<file path="src/design/pba_bitmap_mem.sv">
// ----------------------------------------------------------------------------
// pba_bitmap_mem: page bitmap storage
// One write port and one read port with registered read data.
// ----------------------------------------------------------------------------
module pba_bitmap_mem #(
    parameter int WORDS = 128,
    parameter int WIDTH = 32,
    parameter int AW    = 7
) (
    input  logic             clk,
    input  logic             wr_en,
    input  logic [AW-1:0]    wr_addr,
    input  logic [WIDTH-1:0] wr_data,
    input  logic             rd_en,
    input  logic [AW-1:0]    rd_addr,
    output logic [WIDTH-1:0] rd_data
);

    logic [WIDTH-1:0] mem [WORDS];

    always_ff @(posedge clk)
    begin
        if (wr_en)
        begin
            mem[wr_addr] <= wr_data;
        end
    end

    always_ff @(posedge clk)
    begin
        if (rd_en)
        begin
            rd_data <= mem[rd_addr];
        end
    end

endmodule

</file>
<file path="config.mk">
export PLATFORM = sky130hd
export DESIGN_NAME = pba_bitmap_mem
export DESIGN_NICKNAME = d
export VERILOG_FILES = /design/src/design/pba_bitmap_mem.sv
export SDC_FILE = /design/constraint.sdc
export NUM_CORES = 2
export LEC_CHECK = 0
export ABC_AREA = 1
export BUFFER_PORTS_ARGS = -buffer_cell sky130_fd_sc_hd__buf_4
export CELL_PAD_IN_SITES_DETAIL_PLACEMENT = 0
export CELL_PAD_IN_SITES_GLOBAL_PLACEMENT = 1
export CORE_ASPECT_RATIO = 1.1
export CORE_MARGIN = 2
export CORE_UTILIZATION = 27
export CTS_BUF_LIST = sky130_fd_sc_hd__clkbuf_8
export DETAILED_ROUTE_END_ITERATION = 7
export PLACE_DENSITY = 0.54
export SLEW_MARGIN = 20
export SYNTH_ARGS = -nofsm -noshare
export SYNTH_HDL_FRONTEND = slang
export SYNTH_SLANG_ARGS = --single-unit
</file>
<file path="constraint.sdc">
create_clock -name clk -period 3.4 [get_ports clk]
set_input_delay 0.17 -clock clk [delete_from_list [all_inputs] [get_ports clk]]
set_output_delay 0.17 -clock clk [all_outputs]
set_load 0.03 [all_outputs]
</file>
# Yosys cells after proc, flatten, opt, wreduce, memory -nomap -nowiden
# Memories as Yosys holds them, arrays and structs flattened. A register that Yosys moved wholly into a read port is not among the register bits.
# Cells that the tools add are included.
[word_totals] ramBits=4096 register_bits=0 latch_bits=0 word_cells=3 mem_count=1 romBits=0
[op_classes] n_lt_le_gt_ge=0 shifts=0 eq_ne=0 n_addsub=0 bitwise_logic=0 multipliers=0 reduce_logical=0 n_div=0 mux=2
[mem_list] name="mem" words=128 width=32 rd=1 rd_clocked_by_memory_dff=1 wr=1 line_no="19" source="logic [WIDTH-1:0] mem [WORDS];"
[ops] cell="1-bit 2-to-1 mux" count=2

# Logic depth before layout (Yosys ltp)
[logic_depth] ltp_word=2 depth_mapped=13

# Worst setup path after synthesis
# No wires, ideal clock.
[synth_timing] path_kind="input to register" from="input port wr_en" to="memory mem[105][0] (enable)" required_time_ps=2979 setup_slack_ps=832 cell_stages=4 arrival_time_ps=2147 n_path_buf=2 cell_sequence="clkbuf_1 -> nand2_1 -> clkbuf_1 -> nor2_1"
[synth_between] elab_chain_cells=2
[synth_lines] item="start, declared" line_no="11" source="input logic wr_en,"
[synth_lines] item="1-bit 2-to-1 mux" line_no="23" source="if (wr_en)"
[synth_lines] item="1-bit 2-to-1 mux (not written as such)" line_no="25" source="mem[wr_addr] <= wr_data;"
[synth_lines] item="end, declared" line_no="19"
# No other way between the ends.

==> run summary <==
status: finished clean
Synth Area in XOR/XNOR: 0%
Avg WL per Cell: 26.01 um
Synth Area in Adders: 0%
clock sinks: 4,128
vias per inst: 4.855
Total GRT Usage: 18.55%
CP Launch Type: primary input
layout cell share with drive strength beyond 1: 12.22%
Setup violations, final: 0
CP Class: primary input to flip-flop
worst r2r src: mem[83][15]$_DFFE_PP_
hold depth: 2
Crit path arrival time: 4.23 ns
largest cells by area after synthesis: edfxtp_1 (75%), nand3_1 (12%), nand2_1 (9.4%)
clock buffer depth: 4
RSZ-0062 raised after global routing: no
Post-synth EDFFs: 4,128
max_cap viols: 0
vias: 110,300
register area share after synthesis: 75.15%
Routed WL: 590,700 um
fin crit share: 93.54%
Compound-Gate Fraction of Synth Area: 0%
Die Span Y: 823.8 um
power per cell area: 540.8 nW/um^2
largest net degree at the start of global routing: 117
DP HPWL: 334,500 um
largest family of logic cells by synthesized area: simple AND/OR/NAND/NOR gates
Post-Syn Area: 165,000 um^2
worst-margin pin slew: 1.122 ns
Worst setup startpoint: rd_addr[1]
Die Span X: 749.3 um
clk slew on worst S/H paths: 0.06 ns
DR iter-0 viols: 10,160
fin nets: 14,170
Total Power: 105.3 mW
Clock Tree Root: clkbuf_8
Synth Warn #: 0
first-pass GRT wire length: 830,800 um
fillers: 61,110
Worst-Skew Late Latency: 1.31 ns
Remaining DRCs: 0
GP Congestion: 0.7971
multiplexer area fraction after synthesis: 0%
Yosys cell types: 14
most instantiated cells after synthesis: nand2_1 (4,151), edfxtp_1 (4,128), nand3_1 (4,035)
FP Rows: 301
final instance area: 194,700 um^2
ANT nets after route: 0
simple-gate share of the synthesized area: 22.02%
top cell type's share of synthesized area: 75.15%
VDD IR max: 415.3 uV
fin. max-slew vios: 0
port buffer count: 80
I/O pin total: 81
top-count cell post-synth: nand2_1
initial antenna violation count: 48
Final min period: 3.181 ns
H-Tree Depth: 6
Crit. End Element: flip-flop
R2R cell count: 10
worst hold start: wr_data[11]
synthesized area per cell: 12.32 um^2
main flop type after synthesis: edfxtp_1
area of the core: 609,700 um^2
Synth async-reset ratio: 0%
placed instance area: 180,800 um^2
Multi-input gate area: 37,300 um^2
Max Clock Skew: 0.07354 ns
CP max FO: 25
Yosys reg bits: 4,128
starting density of the core: 27.05%
Worst Hold Class: primary input to flip-flop
die area: 617,200 um^2
Static Leak: 67.65 nW
Fmax: 0.3144 GHz
number of global-route vias before repair: 107,600
CTS tree: built
Post-CTS Setup Bufs: 0
Data required, critical path: 4.45 ns
syn nets: 13,440
Post-Synthesis Cells: 13,390
largest area contributor in the netlist: edfxtp_1
drt pass-1 iters: 5
Slew headroom: 25.19%
Syn-to-layout area delta: 18.02%
CTS buffer count: 706
register area: 124,000 um^2
Hold Violations, Final: 0
GR Overflow Total: 0
## cell type report
type	instances	share of cell area, %
diodes	23	0.02956
clock buffers	710	5.019
clock inverters	544	1.383
inverters	24	0.07391
multi-input cells	8328	19.16
flip-flops and latches	4128	63.67
well taps	8029	5.160
repair buffers	928	5.501
## cells by family (layout without fill, tap and decap cells)
kind of cell  count (synthesis)  count (layout)
buf+inv                     933            2206
simple gates               8328            8328
flops                      4128            4128
other cells                   0              23
## through the flow
| stage | hold WS, ns | cells | setup WS (ns) | setup TNS (ns) | util, % |
|---|---|---|---|---|---|
| after CTS | 0.007886 | 22680 | 0.3480 | 0 | 31.90 |
| after global routing | 0.08459 | 22700 | 0.2509 | 0 | 31.92 |
| final | 0.1153 | 22710 | 0.2195 | 0 | 31.93 |
| after global placement | 0.6355 | 21320 | -0.4233 | -0.7796 | 29.64 |
| after detailed placement | 0.6417 | 21320 | -0.3765 | -0.6639 | 29.64 |
| after floorplan | 0.2689 | 13390 | 0.8321 | 0 | - |
## layout by cell type, fill, tap and decap left out, drive strengths merged, types with 23 or more instances in the layout
cell type / instances
nand2: 4151
edfxtp: 4128
nand3: 4035
buf: 831
clkbuf: 710
inv: 325
clkinv: 230
nor2: 134
dlygate4sd3: 97
diode: 23
## power by group
group | switching [mW] | total, mW | internal, mW
registers | 0.181 | 56.4 | 56.3
logic | 5.72 | 7.82 | 2.10
clock network | 21.1 | 41.0 | 19.9
## flip-flops by register name, summed over array words and instances, names as in the netlist
signal	cells
mem	4096
rd_data	32
## worst paths after layout
| check | slack [ns] | to |
|---|---|---|
| setup / recovery | 0.22 | rd_data[15]$_DFFE_PP_ |
| hold / removal | 0.12 | mem[87][11]$_DFFE_PP_ |
| setup reg to reg | 0.38 | rd_data[15]$_DFFE_PP_ |
| hold reg to reg | 0.96 | rd_data[26]$_DFFE_PP_ |
## what timing repair did
item,in CTS,in global routing
hold endpoints to repair,6853,103
setup endpoints to repair,0,0
hold buffers,109,4
gates resized for setup,0,0
## metal layers
| metal | track usage [%] | wire length [um] |
|---|---|---|
| met5 | 0 | 69 |
| met4 | 5.086 | 16140 |
| met3 | 2.432 | 32190 |
| met2 | 31.05 | 284200 |
| met1 | 25.26 | 258100 |
## worst max-delay path, cell delays in order
cell and delay, ns:
dlygate4sd3_1 0.57, buf_8 0.23, buf_12 0.19, buf_12 0.18, buf_12 0.21, buf_4 0.20
nand3_1 0.10, nand3_1 0.10, nand3_1 0.19, nand3_1 0.25, nand3_1 0.31, nand3_1 0.22
dlygate4sd3_1 0.59, nand2_1 0.06, dlygate4sd3_1 0.56
(Power assumes the default switching activity.)
