$ cat src/design/pba_pkg.sv
// ----------------------------------------------------------------------------
// pba_pkg: shared definitions for the page bitmap allocator
// Field widths, command codes and status codes used across the design.
// ----------------------------------------------------------------------------
package pba_pkg;

    localparam int CMD_W    = 2;
    localparam int START_W  = 12;
    localparam int COUNT_W  = 13;
    localparam int STATUS_W = 2;
    localparam int FOUND_W  = 12;

    typedef logic [CMD_W-1:0]    cmd_t;
    typedef logic [START_W-1:0]  page_t;
    typedef logic [COUNT_W-1:0]  count_t;
    typedef logic [STATUS_W-1:0] status_t;

    localparam cmd_t CMD_ALLOC   = 2'd0;
    localparam cmd_t CMD_FREE    = 2'd1;
    localparam cmd_t CMD_RESERVE = 2'd2;

    localparam status_t ST_OK         = 2'd0;
    localparam status_t ST_NO_SPACE   = 2'd1;
    localparam status_t ST_ZERO_COUNT = 2'd2;

endpackage

$ cat src/design/pba_div.sv
// ----------------------------------------------------------------------------
// pba_div: start page splitter
// Splits a page index into the word index and the bit offset inside the word
// with a shift and a mask. The word size is a power of two. The result is
// registered and is ready in the cycle after start.
// ----------------------------------------------------------------------------
module pba_div import pba_pkg::*; #(
    parameter int DIVISOR = 32,
    parameter int BW      = 5
) (
    input  logic          clk,
    input  logic          rst_n,
    input  logic          start,
    input  page_t         dividend,
    output logic          done,
    output page_t         quot,
    output logic [BW-1:0] rem
);

    logic            done_reg;
    logic            done_next;
    page_t           quot_reg;
    page_t           quot_next;
    logic [BW-1:0]   rem_reg;
    logic [BW-1:0]   rem_next;

    always_comb
    begin
        done_next = start;
        quot_next = quot_reg;
        rem_next  = rem_reg;
        if (start)
        begin
            quot_next = dividend >> BW;
            rem_next  = BW'(dividend & page_t'(DIVISOR - 1));
        end
    end

    always_ff @(posedge clk or negedge rst_n)
    begin
        if (!rst_n)
        begin
            done_reg <= 1'b0;
        end
        else
        begin
            done_reg <= done_next;
        end
    end

    always_ff @(posedge clk)
    begin
        quot_reg <= quot_next;
        rem_reg  <= rem_next;
    end

    assign done = done_reg;
    assign quot = quot_reg;
    assign rem  = rem_reg;

endmodule

$ cat config.mk
export PLATFORM = sky130hd
export DESIGN_NAME = pba_div
export DESIGN_NICKNAME = d
export VERILOG_FILES = /design/src/design/pba_pkg.sv /design/src/design/pba_div.sv
export SDC_FILE = /design/constraint.sdc
export NUM_CORES = 1
export LEC_CHECK = 0
export BUFFER_PORTS_ARGS = -buffer_cell sky130_fd_sc_hd__buf_2
export CAP_MARGIN = 20
export CORE_AREA = 2 2 39 41
export CTS_BUF_LIST = sky130_fd_sc_hd__clkbuf_8
export CTS_CLUSTER_DIAMETER = 60
export DETAILED_ROUTE_END_ITERATION = 8
export DIE_AREA = 0 0 41 43
export PLACE_DENSITY = 0.7
export SLEW_MARGIN = 10
export SYNTH_ARGS = -nofsm -noshare
export SYNTH_HDL_FRONTEND = slang
export SYNTH_SLANG_ARGS = --single-unit
export TNS_END_PERCENT = 100
$ cat constraint.sdc
create_clock -name clk -period 0.8 [get_ports clk]
set_clock_uncertainty 0.05 [all_clocks]
set_input_delay 0.04 -clock clk [delete_from_list [all_inputs] [get_ports clk]]
set_output_delay 0.04 -clock clk [all_outputs]
set_load 0.01 [all_outputs]
; Yosys cells after proc, flatten, opt, wreduce, memory -nomap -nowiden
; Cells that the tools add are included.
[op_classes]
n_shift = 0
n_mux = 0
n_lt_le_gt_ge = 0
n_eq_ne = 0
n_mul = 0
bitwise = 0
n_addsub = 0
div_mod_pow = 0
reduce_logical = 0
[totals]
in_bits = 15
rom_bits = 0
reg_bits = 13
ramBits = 0
wordCells = 3
latchBits = 0
n_memories = 0

; Longest topological paths before layout
[logic_depth]
depth_word = 0
mapped_depth = 1
depth_no_buf = 0

; Worst setup path before layout
; OpenSTA, ideal clock, no wires.
[synth_path]
path_kind = reg-to-output
start = register quot_reg[0], in the netlist quot[0]
end = output quot[0]
arrival_ps = 394
path_stages_with_launch = 1
path_slack_ps = 316
path_cell_list = edfxtp_1
[synth_rtl]
columns = item, line_no
row1 = start: declaration, pba_div.sv:22  ; page_t quot_reg;
row2 = start signal: assignment, pba_div.sv:53  ; quot_reg <= quot_next;
row3 = end: declaration, pba_div.sv:16  ; output page_t quot,
; No word-level cell between the ends.

; Worst setup path in the final report
[layout_path]
start = register quot_reg[2], in the netlist quot[2]
end = output quot[2]
; No word-level cell between the ends.

==> reports/results.md <==
| Step | Item | Value |
|---|---|---|
| outcome | Run status | finished, violations left |
| outcome | Violated checks | setup timing |
| pwr | Comb pwr share | 0.122 |
| routing | Post-route DRC | 0 |
| worst setup path | Highest fanout seen on the critical path | 1 |
| synthesis | Share of Yosys cell area claimed by the top area cell type | 0.8446 |
| job | Max cap viols | 0 |
| cts | Postcts setup bufs | 0 |
| pwr | Seq pwr share | 0.528 |
| final layout | Antenna diode count | 0 |
| routing | Number of search-and-repair iterations in the first detailed-routing pass | 1 |
| worst setup path | Cell with the largest stage delay on the worst path | edfxtp_1 |
| timing | Setup TNS after final layout | -0.3218 ns |
| cts | Deepest level of the CTS H-tree | 1 |
| cts | Clk pin slew, worst setup/hold paths | 0.05 ns |
| pwr | Leakage | 0.0003369 uW |
| placement | Half-perimeter wire length after placement | 633.4 um |
| routing | Detailed-route wire length | 886 um |
| worst setup path | Worst Path Buf+Inv | 1 |
| global route | Maximum number of pins on one net before global-route repair | 14 |
| cts | Number of buffers created by CTS | 3 |
| floorplan | Total die area | 1763 sq um |
| synthesis | Synthesized instance count | 19 |
| routing | Number of vias per cell | 3.782 |
| worst hold path | Critical hold path startpoint | start |
| floorplan | Die extent in x | 41 um |
| cts | Total number of clock tree sinks | 13 |
| worst hold path | Hold Crit Class | primary input to flop |
| worst setup path | Data required time at the worst endpoint | 0.71 ns |
| global route | Most congested layer reported by global routing | met2 |
| pwr | Pwr dens | 2067 nW/um^2 |
| worst setup path | Family of cells with the greatest summed delay on the critical path | flip-flops |
| floorplan | Height of the chip | 43 um |
| final layout | Area of the multi-input gates | 18.77 sq um |
| final layout | Share of layout cells above drive strength 1 | 0.4839 |
| synthesis | Top cells by area in the synthesized netlist | edfxtp_1 (84%), buf_4 (8.8%), dfrtp_1 (5.9%), conb_1 (0.88%) |
| global route | Met1 global-route usage | 0.1080 |
| synthesis | Cell type with the highest aggregate area in the netlist | edfxtp_1 |
| worst setup path | CP endpoint kind | output pin |
| pwr | Total net switching power | 300.6 uW |
| global route | Overall global routing resource usage | 0.1029 |
| worst setup path | Arrival time at the worst endpoint | 0.77 ns |
| timing | Endpoints failing setup | 13 |
| global route | Remaining Overflow, GRT | 0 |
| timing | Final Cycle Share | 1.075 |
| worst setup path | Critical path, cell by cell | buf_2 |
| synthesis | Number of distinct standard cells referenced by the synthesized netlist | 4 |
| final layout | Number of flip-flops under the largest register name | 7 |
| routing | Wire length per cell after detailed routing | 11.36 um |
| floorplan | Top-Level Pins | 33 |
| synthesis | Yosys warning total | 0 |
| timing | Final hold violation count | 0 |
| routing | Number of routed nets with antenna violations | 0 |
| pwr | Worst ir drop on vdd | 0.001080 V |
| global route | Number of antenna violations at the first check in global routing | 0 |
| pwr | Proportion of power drawn by the clock network | 0.350 |
| final layout | Fillers | 116 |
| pwr | Internal Dissipation | 1243 uW |
| worst setup path | Stages on worst setup path | 1 |
| worst hold path | Cell count of the worst hold path | 1 |
| cts | Max Root-Sink Buffers | 2 |
| floorplan | Total core area | 1384 sq um |
| routing | Total number of vias | 295 |
| worst setup path | CP peak stage delay | 0.38 ns |
| worst hold path | WHS Endpoint | done |
| timing | Worst-case setup margin in the final layout | -0.05977 ns |
| worst setup path | Startpoint Class | flop |
| synthesis | Mean cell area of the mapped netlist | 22.46 sq um |
| final layout | Number of nets in the layout | 78 |
| cts | TritonCTS clock tree | yes |
| synthesis | Proportion of synthesized chip area in sequential cells | 0.9032 |
| final layout | Design area | 747.0 sq um |
| placement | Final weighted congestion of routability-driven global placement | 0.5618 |
| floorplan | Initial Util | 0.3083 |
| pwr | Switching Share | 0.1947 |
| timing | RSZ-0062 raised after global routing | yes |
| final layout | FF+latch area | 385.4 sq um |
| global route | Number of global-route vias before repair | 301 |
| synthesis | Post-synth design cell area | 426.7 sq um |
| final layout | Signed area change from the synthesized netlist to the final layout | 75.07% |
| worst setup path | Critical Setup Path Class | flop to output pin |
| global route | Wire length of the first global-routing pass | 1138 um |
| cts | Cell at the root of the clock tree | clkbuf_8 |
| synthesis | Register bit count reported by yosys | 13 |
| global route | Met2 routing resource usage after global routing | 0.1625 |
| global route | Met3 layer usage reported by global route | 0.02618 |
| placement | Post-placement cell area | 559.3 sq um |
| timing | Final count of pins violating max slew | 0 |
| timing | Time the final worst path needs with I/O delays and setup | 0.8598 ns |
| floorplan | Cell row count | 14 |
| final layout | Fraction of the core area covered by cells at the end of the flow | 0.5398 |
| routing | Initial DRC count | 0 |
| timing | Max Clock Freq | 1163 MHz |
| placement | Port Buffer Count | 27 |
-- synthesized netlist by cell type, drive strengths merged --
master  instances
conb            1
buf             5
dfrtp           1
edfxtp         12
-- per-stage QoR --
stage | std cells | hold WS (ns) | worst slack (ns) | power, uW
final | 78 | 0.03362 | -0.05977 | 1544
after detailed placement | 61 | -0.2322 | 0.1213 | 961.6
after global routing | 78 | 0.03190 | -0.08876 | 1617
after CTS | 78 | 0.02492 | -0.06519 | 1554
after global placement | 61 | -0.2326 | 0.1443 | 958.8
after floorplan | 23 | -0.3056 | 0.3162 | 885.9
-- worst max path at each step --
stage	from	endpoint	slack (ns)
2_1_floorplan	quot[0]	quot[0]	0.32
3_3_place_gp	start	rem[3]	0.14
3_5_place_dp	start	quot[6]	0.12
4_1_cts	rem[0]	rem[0]	-0.07
5_1_grt	quot[2]	quot[2]	-0.09
6_report	quot[2]	quot[2]	-0.06
-- power groups by stage --
stage / combinational, uW / sequential (uW) / clock, uW
after floorplan: 28.3 / 858 / 0
after detailed placement: 134 / 828 / 0
after global routing: 206 / 820 / 592
final: 188 / 816 / 540
after CTS: 182 / 815 / 557
after global placement: 131 / 828 / 0
-- cells in the final DEF, fill, tap and decap left out --
cell type,netlist,routed
buf_2,0,25
dlygate4sd3_1,0,13
edfxtp_1,12,12
conb_1,1,5
clkbuf_8,0,3
buf_6,0,2
inv_1,0,1
dfrtp_1,1,1
-- cell type report --
type	count	area share
Multi-Input combinational cell	5	0.02513
Timing Repair Buffer	40	0.3719
Sequential cell	13	0.5159
Clock buffer	3	0.05528
Tap cell	16	0.02680
Clock inverter	1	0.005025
-- per-layer routing --
layer  routed length (um)  vias up
met1                  384      121
met3                  129        2
met4                    7        0
li1                     -      143
met2                  365       29
met5                    0        -
-- logic make-up after synthesis --
logic type / Yosys count / synth area share
flops: 13 / 0.9032
other cells: 1 / 0.008789
buf+inv: 5 / 0.08799
-- repair_timing --
item | CTS | global route
gates resized for setup | 0 | 2
setup endpoints to repair | 13 | 13
pin swaps | 0 | 0
hold buffers | 13 | 0
hold endpoints to repair | 13 | 0
Note: power is estimated with default switching activity, not from simulation.
