**config.mk**
```make
export PLATFORM = sky130hd
export DESIGN_NAME = pba_seg_unit
export DESIGN_NICKNAME = d
export VERILOG_FILES = /design/src/design/pba_seg_unit.sv
export SDC_FILE = /design/constraint.sdc
export NUM_CORES = 1
export LEC_CHECK = 0
export ABC_CLOCK_PERIOD_IN_PS = 7100
export BUFFER_PORTS_ARGS = -buffer_cell sky130_fd_sc_hd__clkbuf_2
export CAP_MARGIN = 15
export CORE_AREA = 2 2 74 76
export DETAILED_ROUTE_END_ITERATION = 10
export DIE_AREA = 0 0 76 78
export PLACE_DENSITY = 0.73
export SETUP_SLACK_MARGIN = 0.05
export SLEW_MARGIN = 20
export SYNTH_ARGS = -nofsm -noshare
export SYNTH_HDL_FRONTEND = slang
export SYNTH_SLANG_ARGS = --single-unit
```
**constraint.sdc**
```tcl
create_clock -name vclk -period 7.1
set_input_delay 1.775 -clock vclk [all_inputs]
set_output_delay 1.775 -clock vclk [all_outputs]
set_load 0.03 [all_outputs]
```
**src/design/pba_seg_unit.sv**
```systemverilog
// ----------------------------------------------------------------------------
// pba_seg_unit: free segment finder
// From a bit position in a bitmap word, measures the free stretch that starts
// there and locates the next free bit after the used stretch that ends it.
// ----------------------------------------------------------------------------
module pba_seg_unit #(
    parameter int PPW = 32,
    parameter int BW  = 5,
    parameter int LW  = 6
) (
    input  logic [PPW-1:0] word,
    input  logic [BW-1:0]  pos,
    output logic [LW-1:0]  len,
    output logic           has_used,
    output logic           has_free,
    output logic [BW-1:0]  next_free
);

    logic [PPW-1:0] used_hi;
    logic [PPW-1:0] free_hi;
    logic [BW-1:0]  used_pos;

    always_comb
    begin
        used_hi  = word & ({PPW{1'b1}} << pos);
        used_pos = '0;
        for (int i = PPW - 1; i >= 0; i--)
        begin
            if (used_hi[i])
            begin
                used_pos = BW'(i);
            end
        end
        has_used = |used_hi;
        len      = has_used ? (LW'(used_pos) - LW'(pos)) : (LW'(PPW) - LW'(pos));
    end

    always_comb
    begin
        free_hi   = ~word & ({PPW{1'b1}} << used_pos);
        next_free = '0;
        for (int i = PPW - 1; i >= 0; i--)
        begin
            if (free_hi[i])
            begin
                next_free = BW'(i);
            end
        end
        has_free = has_used && (|free_hi);
    end

endmodule

```
* Yosys cells after proc, flatten, opt, wreduce, memory -nomap -nowiden *
Cells that the tools add are included.

operators by class
  shift operators = 2
  bitwise logic cells = 3
  $add $sub $neg = 2
  reduce and logical (&&, ||, !) cells = 3
  mux-type cells = 65

operators by type and width
  cell                                                                 number
  5-bit two-way mux                                                    64
  32-bit AND                                                           2
  32-bit OR reduction                                                  2
  32-bit by 5-bit left shift with 32-bit output, first input constant  2
  32-bit NOT                                                           1
  6-bit two-way mux                                                    1
  5-bit by 5-bit subtractor with 6-bit output                          1
  6-bit by 5-bit subtractor with 6-bit output, first input constant    1
  1-bit logical AND                                                    1

storage, ports and cells
  flip-flop bits (word level) = 0
  output and inout port bits = 13
  word-level logic and storage cells = 75
  bits of input ports = 37

* Logic depth before layout (Yosys ltp) *
Gate-level depths: netlist of run 1.

  depth in word-level cells = 68
  depth in mapped cells = 18
  mapped depth without buffers = 14

* Worst setup path after synthesis of run 1 *
Ideal clock, no wire load.

  kind = input to output
  start point = input pos[2]
  end point = output len[4]
  cell stages on the path = 16
  path slack = 491 ps
  arrival = 4,834 ps
  data required time = 5,325 ps
  buffers on the path = 3
  cell sequence = buf_2 -> buf_2 -> inv_1 -> o311ai_0 -> a21bo_2 -> a21oi_1 -> a211oi_2 -> nor2_1 -> buf_2 -> inv_1 -> ha_1 -> fa_1 -> inv_1 -> a21o_1 -> a21oi_1 -> xnor2_1

between the ends
  cells in the longest elaborated chain, start to end = 36
  elaborated cells on any way between the ends = 38
  those cells by class = add/sub (2); shift (1); mux (33); bitwise (1); reduce/logical (1)

ends and longest elaborated chain
  item                                           RTL line  text
  start, declared                                12        input logic [BW-1:0] pos,
  32-bit by 5-bit left shift with 32-bit output  25        used_hi = word & ({PPW{1'b1}} << pos);
  32-bit AND                                     25
  5-bit two-way mux (32 in a row)                29        if (used_hi[i])
  5-bit by 5-bit subtractor with 6-bit output    35        len = has_used ? (LW'(used_pos) - LW'(pos)) : (LW'(PPW) - LW'(pos));
  6-bit two-way mux *                            35
  end, declared                                  13        output logic [LW-1:0] len,

Mark *: on every way between the ends. The rest lies on a longest branch, timed or not.

* Worst setup path after layout of run 1 *
  start point = input pos[1]
  end point = output next_free[0]

between the ends
  cells in the longest elaborated chain, start to end = 68

ends and longest elaborated chain
  item                                             RTL line  text
  32-bit by 5-bit left shift with 32-bit output *  25
  32-bit AND *                                     25
  5-bit two-way mux (31 in a row)                  29
  5-bit two-way mux *                              29
  32-bit by 5-bit left shift with 32-bit output *  40        free_hi = ~word & ({PPW{1'b1}} << used_pos);
  32-bit AND *                                     40
  5-bit two-way mux (31 in a row)                  44        if (free_hi[i])
  5-bit two-way mux *                              44
  end, declared                                    16        output logic [BW-1:0] next_free

Marked as above.

==> impl_results.md, run 1 <==
- Status: completed
- GP Congestion: 0.9858
- Relative slew slack: 0.6850
- Gr usage total: 0.3087
- Min Clock Period, post-route: 6908 ps
- Most common cell after layout, fill and taps aside: clkbuf_2
- Share of layout cells above drive strength 1: 0.2963
- YS warnings: 0
- Sequential cell count: 0
- Slew Limit Fails: 0
- Core ar.: 0.005042 mm^2
- Int Power: 0.1228 mW
- Die H: 78 um
- Crit Path Category: in -> out
- Buffers added on ports: 50
- First-pass GRT wire length: 15250 um
- Number of clock buffers in the layout: 0
- Avg Inst Size Synth: 6.636 um^2
- Leakage: 1.223 nW
- Initial antenna violation count: 0
- Seq pwr share: 0
- Post-DP HPWL: 7628 um
- Combinational power share: 1.000
- WHS Path Cells: 6
- Cell area after synthesis: 0.002515 mm^2
- Register Area: 0 um^2
- Vias in the first global route: 3089
- Drt via density: 6.896
- Setup TNS Final: 0 ps
- Maximum capacitance violations: 0
- Wire length per cell: 19.28 um
- WP data required: 5330 ps
- Pwr dens: 115.1 mW/mm^2
- Final hold vios: 0
- Tcrit/Tclk final: 0.9730
- Hold crit path type: in -> out
- Most frequent cells in the layout: clkbuf_2 (46), nand2_1 (29), o21ai_0 (29), a21oi_1 (28)
- ANT nets after route: 0
- IO Pins: 50
- Total wire length: 9680 um
- Cell count after synthesis: 379
- Net Count, Synth: 422
- Max Clk Rate: 144.8 MHz
- Sw frac: 0.6436
- Placed Area: 0.002873 mm^2
- CTS Hold Buffers Added: 0
- Layout area overhead: 19.00%
- Sequential share of the synthesized area: 0
- Remaining global-route overflow: 0
- Core Rows: 26
- Final nets: 477
- Startpoint types: input port
- DRC viols: 0
- Pre-antenna DRT Iters: 6
- Die Wd: 76 um
- RSZ-0062 raised after global routing: false
- 1st-iter DRT viols: 432
- Die area: 0.005928 mm^2
- Nature of the critical path endpoint: output pin
- Largest net degree at the start of global routing: 28
- Initial Util: 0.4988
- Clk pwr share: 0
- Total number of vias: 3462
- Critical Path AT: 5130 ps
- Synth cell types: 87
- Ant diodes: 0
- Actual slew at the worst max-slew pin: 465.2 ps
- Peak VDD IR: 0.1065 mV
- Psw: 0.2217 mW
- # setup viols final: 0
- CP Max Fanout: 14
- Post-route cell area: 0.002993 mm^2
[Yosys cell counts, drive strengths merged, types with 4 or more instances]
cell     instances  area (um^2)
nand4b           4        35.03
o211ai           8        65.06
a21boi           4        30.03
and3             6        37.54
a2111oi          5        52.55
nor3b            4        40.03
o22ai            9        56.30
nor3            13        91.34
nand3           26        140.1
and2             4        25.02
o21a             4        30.03
nand4           10        62.56
a21o             7        52.55
ha               5        62.56
nor2            23        88.84
a21oi           31        166.4
inv             21        81.33
a211oi          13        130.1
buf             19        126.4
a31oi            5        46.29
nand3b           4        30.03
a32oi            4        42.55
o21ai           37        211.5
or2              4        25.02
nand2           30        112.6
nand2b           9        58.81
nor2b           11        68.82
[area by class of cell]
| class | instances | area, um^2 |
|---|---|---|
| Tap cell | 70 | 87.58 |
| Timing Repair Buffer | 75 | 454.2 |
| Fill cell | 488 | 2049 |
| Inverter | 21 | 83.83 |
| Multi-Input combinational cell | 336 | 2367 |
[worst max-delay path: stages]
cell and delay, ps:
clkbuf_4 240, buf_4 180, nand4_1 130, nand3b_1 220, a32oi_2 260, o211ai_1 180
a211oi_4 460, nor2_1 170, a311o_1 430, a32o_1 320, a211oi_2 140, a2bb2oi_1 110
a221o_1 310, clkbuf_2 190
[path summary, 6_finish.rpt]
kind  slack (ps)     from           end
min         4140  word[1]  next_free[2]
max          190   pos[1]  next_free[0]
[power groups by stage]
stage / sequential (mW) / combinational (mW) / clock (mW)
2_1_floorplan: 0 / 0.236 / 0
3_5_place_dp: 0 / 0.324 / 0
3_3_place_gp: 0 / 0.321 / 0
5_1_grt: 0 / 0.370 / 0
4_1_cts: 0 / 0.326 / 0
6_report: 0 / 0.344 / 0
[through the flow]
step | instances | total power [mW] | setup slack [ps] | hold slack [ps] | util
2_1_floorplan | 379 | 0.2358 | 491.3 | 3775 | -
3_3_place_gp | 498 | 0.3213 | 113.3 | 4129 | 0.5697
3_5_place_dp | 498 | 0.3237 | 76.97 | 4141 | 0.5697
4_1_cts | 498 | 0.3256 | 64.65 | 4141 | 0.5697
5_1_grt | 502 | 0.3698 | 37.59 | 4210 | 0.5935
6_report | 502 | 0.3445 | 191.7 | 4136 | 0.5935
[timing repair]
action                                  CTS  global route
setup buffers                             0             4
endpoints found under the setup margin    0             8
gates resized for setup                   0            25
[cells by family after synthesis]
kind of cell | share of synthesized area
fa+ha+maj | 0.03284
simple gates | 0.3587
compound gates | 0.5075
buf+inv | 0.08706
xor+xnor | 0.01393
[metal layers]
layer	vias up	track usage	part of all wire
li1	1599	-	-
met3	31	0.02209	0.093
met5	-	0	0
met2	245	0.5232	0.46
met1	1587	0.4172	0.41
met4	0	0.09818	0.035
Power figures use the tool's default switching activity.
==> inputs of run 2 (changes only) <==
PLACE_DENSITY = 0.74   (was 0.73)
==> impl_results.md, run 2 (same netlist as run 1, synthesis figures left out) <==
- DRC viols: 0 (unchanged)
- Final Total Pwr: 0.3416 mW (-0.82%)
- Slew Limit Fails: 0 (unchanged)
- Share of layout cells above drive strength 1: 0.2933 (-0.002994)
- Wire length per cell: 18.63 um (-3.4%)
- Crit Path Category: in -> out
- Min Clock Period, post-route: 6896 ps (-12.34 ps)
- Pwr dens: 115.1 mW/mm^2 (about the same)
- Drt via density: 6.797 (-1.4%)
- Die Wd: 76 um (unchanged)
- Relative slew slack: 0.6302 (-0.05477)
- Initial Util: 0.4988 (unchanged)
- Total wire length: 9369 um (-3.2%)
- Setup WS post-layout: 204.1 ps (+12.34 ps)
- WP data required: 5330 ps (about the same)
- Layout area overhead: 18.01%
- Sequential cell count: 0 (unchanged)
- Setup TNS Final: 0 ps (unchanged)
- Register Area: 0 um^2 (unchanged)
- Worst min-delay path startpoint: word[1]
- Critical Path AT: 5120 ps (about the same)
- Nature of the critical path endpoint: output pin
- CP Max Fanout: 12 (-2)
- Util after Layout: 0.5886 (-0.004962)
- GP Congestion: 0.9777 (-0.82%)
- Gr usage total: 0.3050 (-0.003774)
- Total number of vias: 3419 (-1.2%)
- RSZ-0062 raised after global routing: true
- Ant diodes: 0 (unchanged)
- Hold crit path type: in -> out
- CTS resizes: 0 (unchanged)
- Startpoint types: input port
- Tcrit/Tclk final: 0.9713 (-0.001738)
- Number of clock buffers in the layout: 0 (unchanged)
- Most common cell after layout, fill and taps aside: clkbuf_2
- Max Clk Rate: 145.0 MHz (+0.18%)
- Core Rows: 26 (unchanged)
- Final nets: 478 (+0.21%)
- CTS Hold Buffers Added: 0 (unchanged)
- Dpl ws: 122.5 ps (+45.51 ps)
- ANT nets after route: 0 (unchanged)
- Maximum capacitance violations: 0 (unchanged)
- Vias in the first global route: 3098 (+0.29%)
- Worst hold endpoint: next_free[2]
- Buffers added on ports: 50 (unchanged)
- Peak VDD IR: 0.09286 mV (-13%)
- Status: completed
- Actual slew at the worst max-slew pin: 548.9 ps (+83.70 ps)
- Final hold vios: 0 (unchanged)
- Initial antenna violation count: 0 (unchanged)
- Number of fill cells: 507 (+3.9%)
- Largest net degree at the start of global routing: 27 (-3.6%)
- IO Pins: 50 (unchanged)
- Die area: 0.005928 mm^2 (unchanged)
- Post-CTS Setup Inserts: 0 (unchanged)
- WHS Path Cells: 6 (unchanged)
- Die H: 78 um (unchanged)
- Post-DP HPWL: 7528 um (-1.3%)
- 1st-iter DRT viols: 388 (-10%)
- Most frequent cells in the layout: clkbuf_2 (47), nand2_1 (30), o21ai_0 (29), a21oi_1 (28), buf_4 (26)
- Placed Area: 0.002910 mm^2 (+1.3%)
- First-pass GRT wire length: 15150 um (-0.68%)
- Core ar.: 0.005042 mm^2 (unchanged)
- # setup viols final: 0 (unchanged)
- Pre-antenna DRT Iters: 5 (-1)
- Post-route cell area: 0.002968 mm^2 (-0.84%)
- Leakage: 1.218 nW (-0.45%)
- Remaining global-route overflow: 0 (unchanged)
[run 2: power breakdown]
group | switching, mW | internal [mW] | leakage (nW)
combinational | 0.219 | 0.123 | 1.22
sequential | 0 | 0 | 0
clock | 0 | 0 | 0
total | 0.219 | 0.123 | 1.22
[run 2: per-stage QoR]
step / instances / hold slack, ps
global placement: 503 / 4140
floorplan: 379 / 3775
global route: 503 / 4208
detailed placement: 503 / 4154
CTS: 503 / 4165
finish: 503 / 4159
[run 2: metal layers]
metal  up-vias  track usage  part of all wire
met5         -            0                 0
met4         0       0.1218             0.037
met3        34      0.03721             0.092
met2       226       0.4946              0.46
met1      1564       0.4109              0.42
li1       1595            -                 -
[run 2: worst max path at each step]
stage / startpoint / to / slack (ps) / depth (start not counted)
4_1_cts: pos[1] / next_free[0] / 120 / 13
6_report: pos[0] / next_free[0] / 200 / 14
2_1_floorplan: pos[2] / len[4] / 490 / 16
3_3_place_gp: pos[1] / next_free[0] / 200 / 14
5_1_grt: pos[0] / next_free[0] / 40 / 14
3_5_place_dp: pos[1] / next_free[1] / 120 / 13
[run 2: worst max-delay path, cell delays in order]
cell	delay, ps
clkbuf_2	270
buf_4	240
a21boi_0	130
o211ai_1	320
nand3_1	270
nor2_1	200
a21o_1	220
inv_1	140
a311o_1	460
a32o_1	320
a211oi_2	150
a2bb2oi_1	120
a221o_1	300
clkbuf_2	190
[run 2: cell type report]
type | instances | area [um^2] | share of cell area
Inverter | 21 | 81.33 | 0.02740
Multi-Input combinational cell | 336 | 2346 | 0.7905
Tap cell | 70 | 87.58 | 0.02951
Timing Repair Buffer | 76 | 452.9 | 0.1526
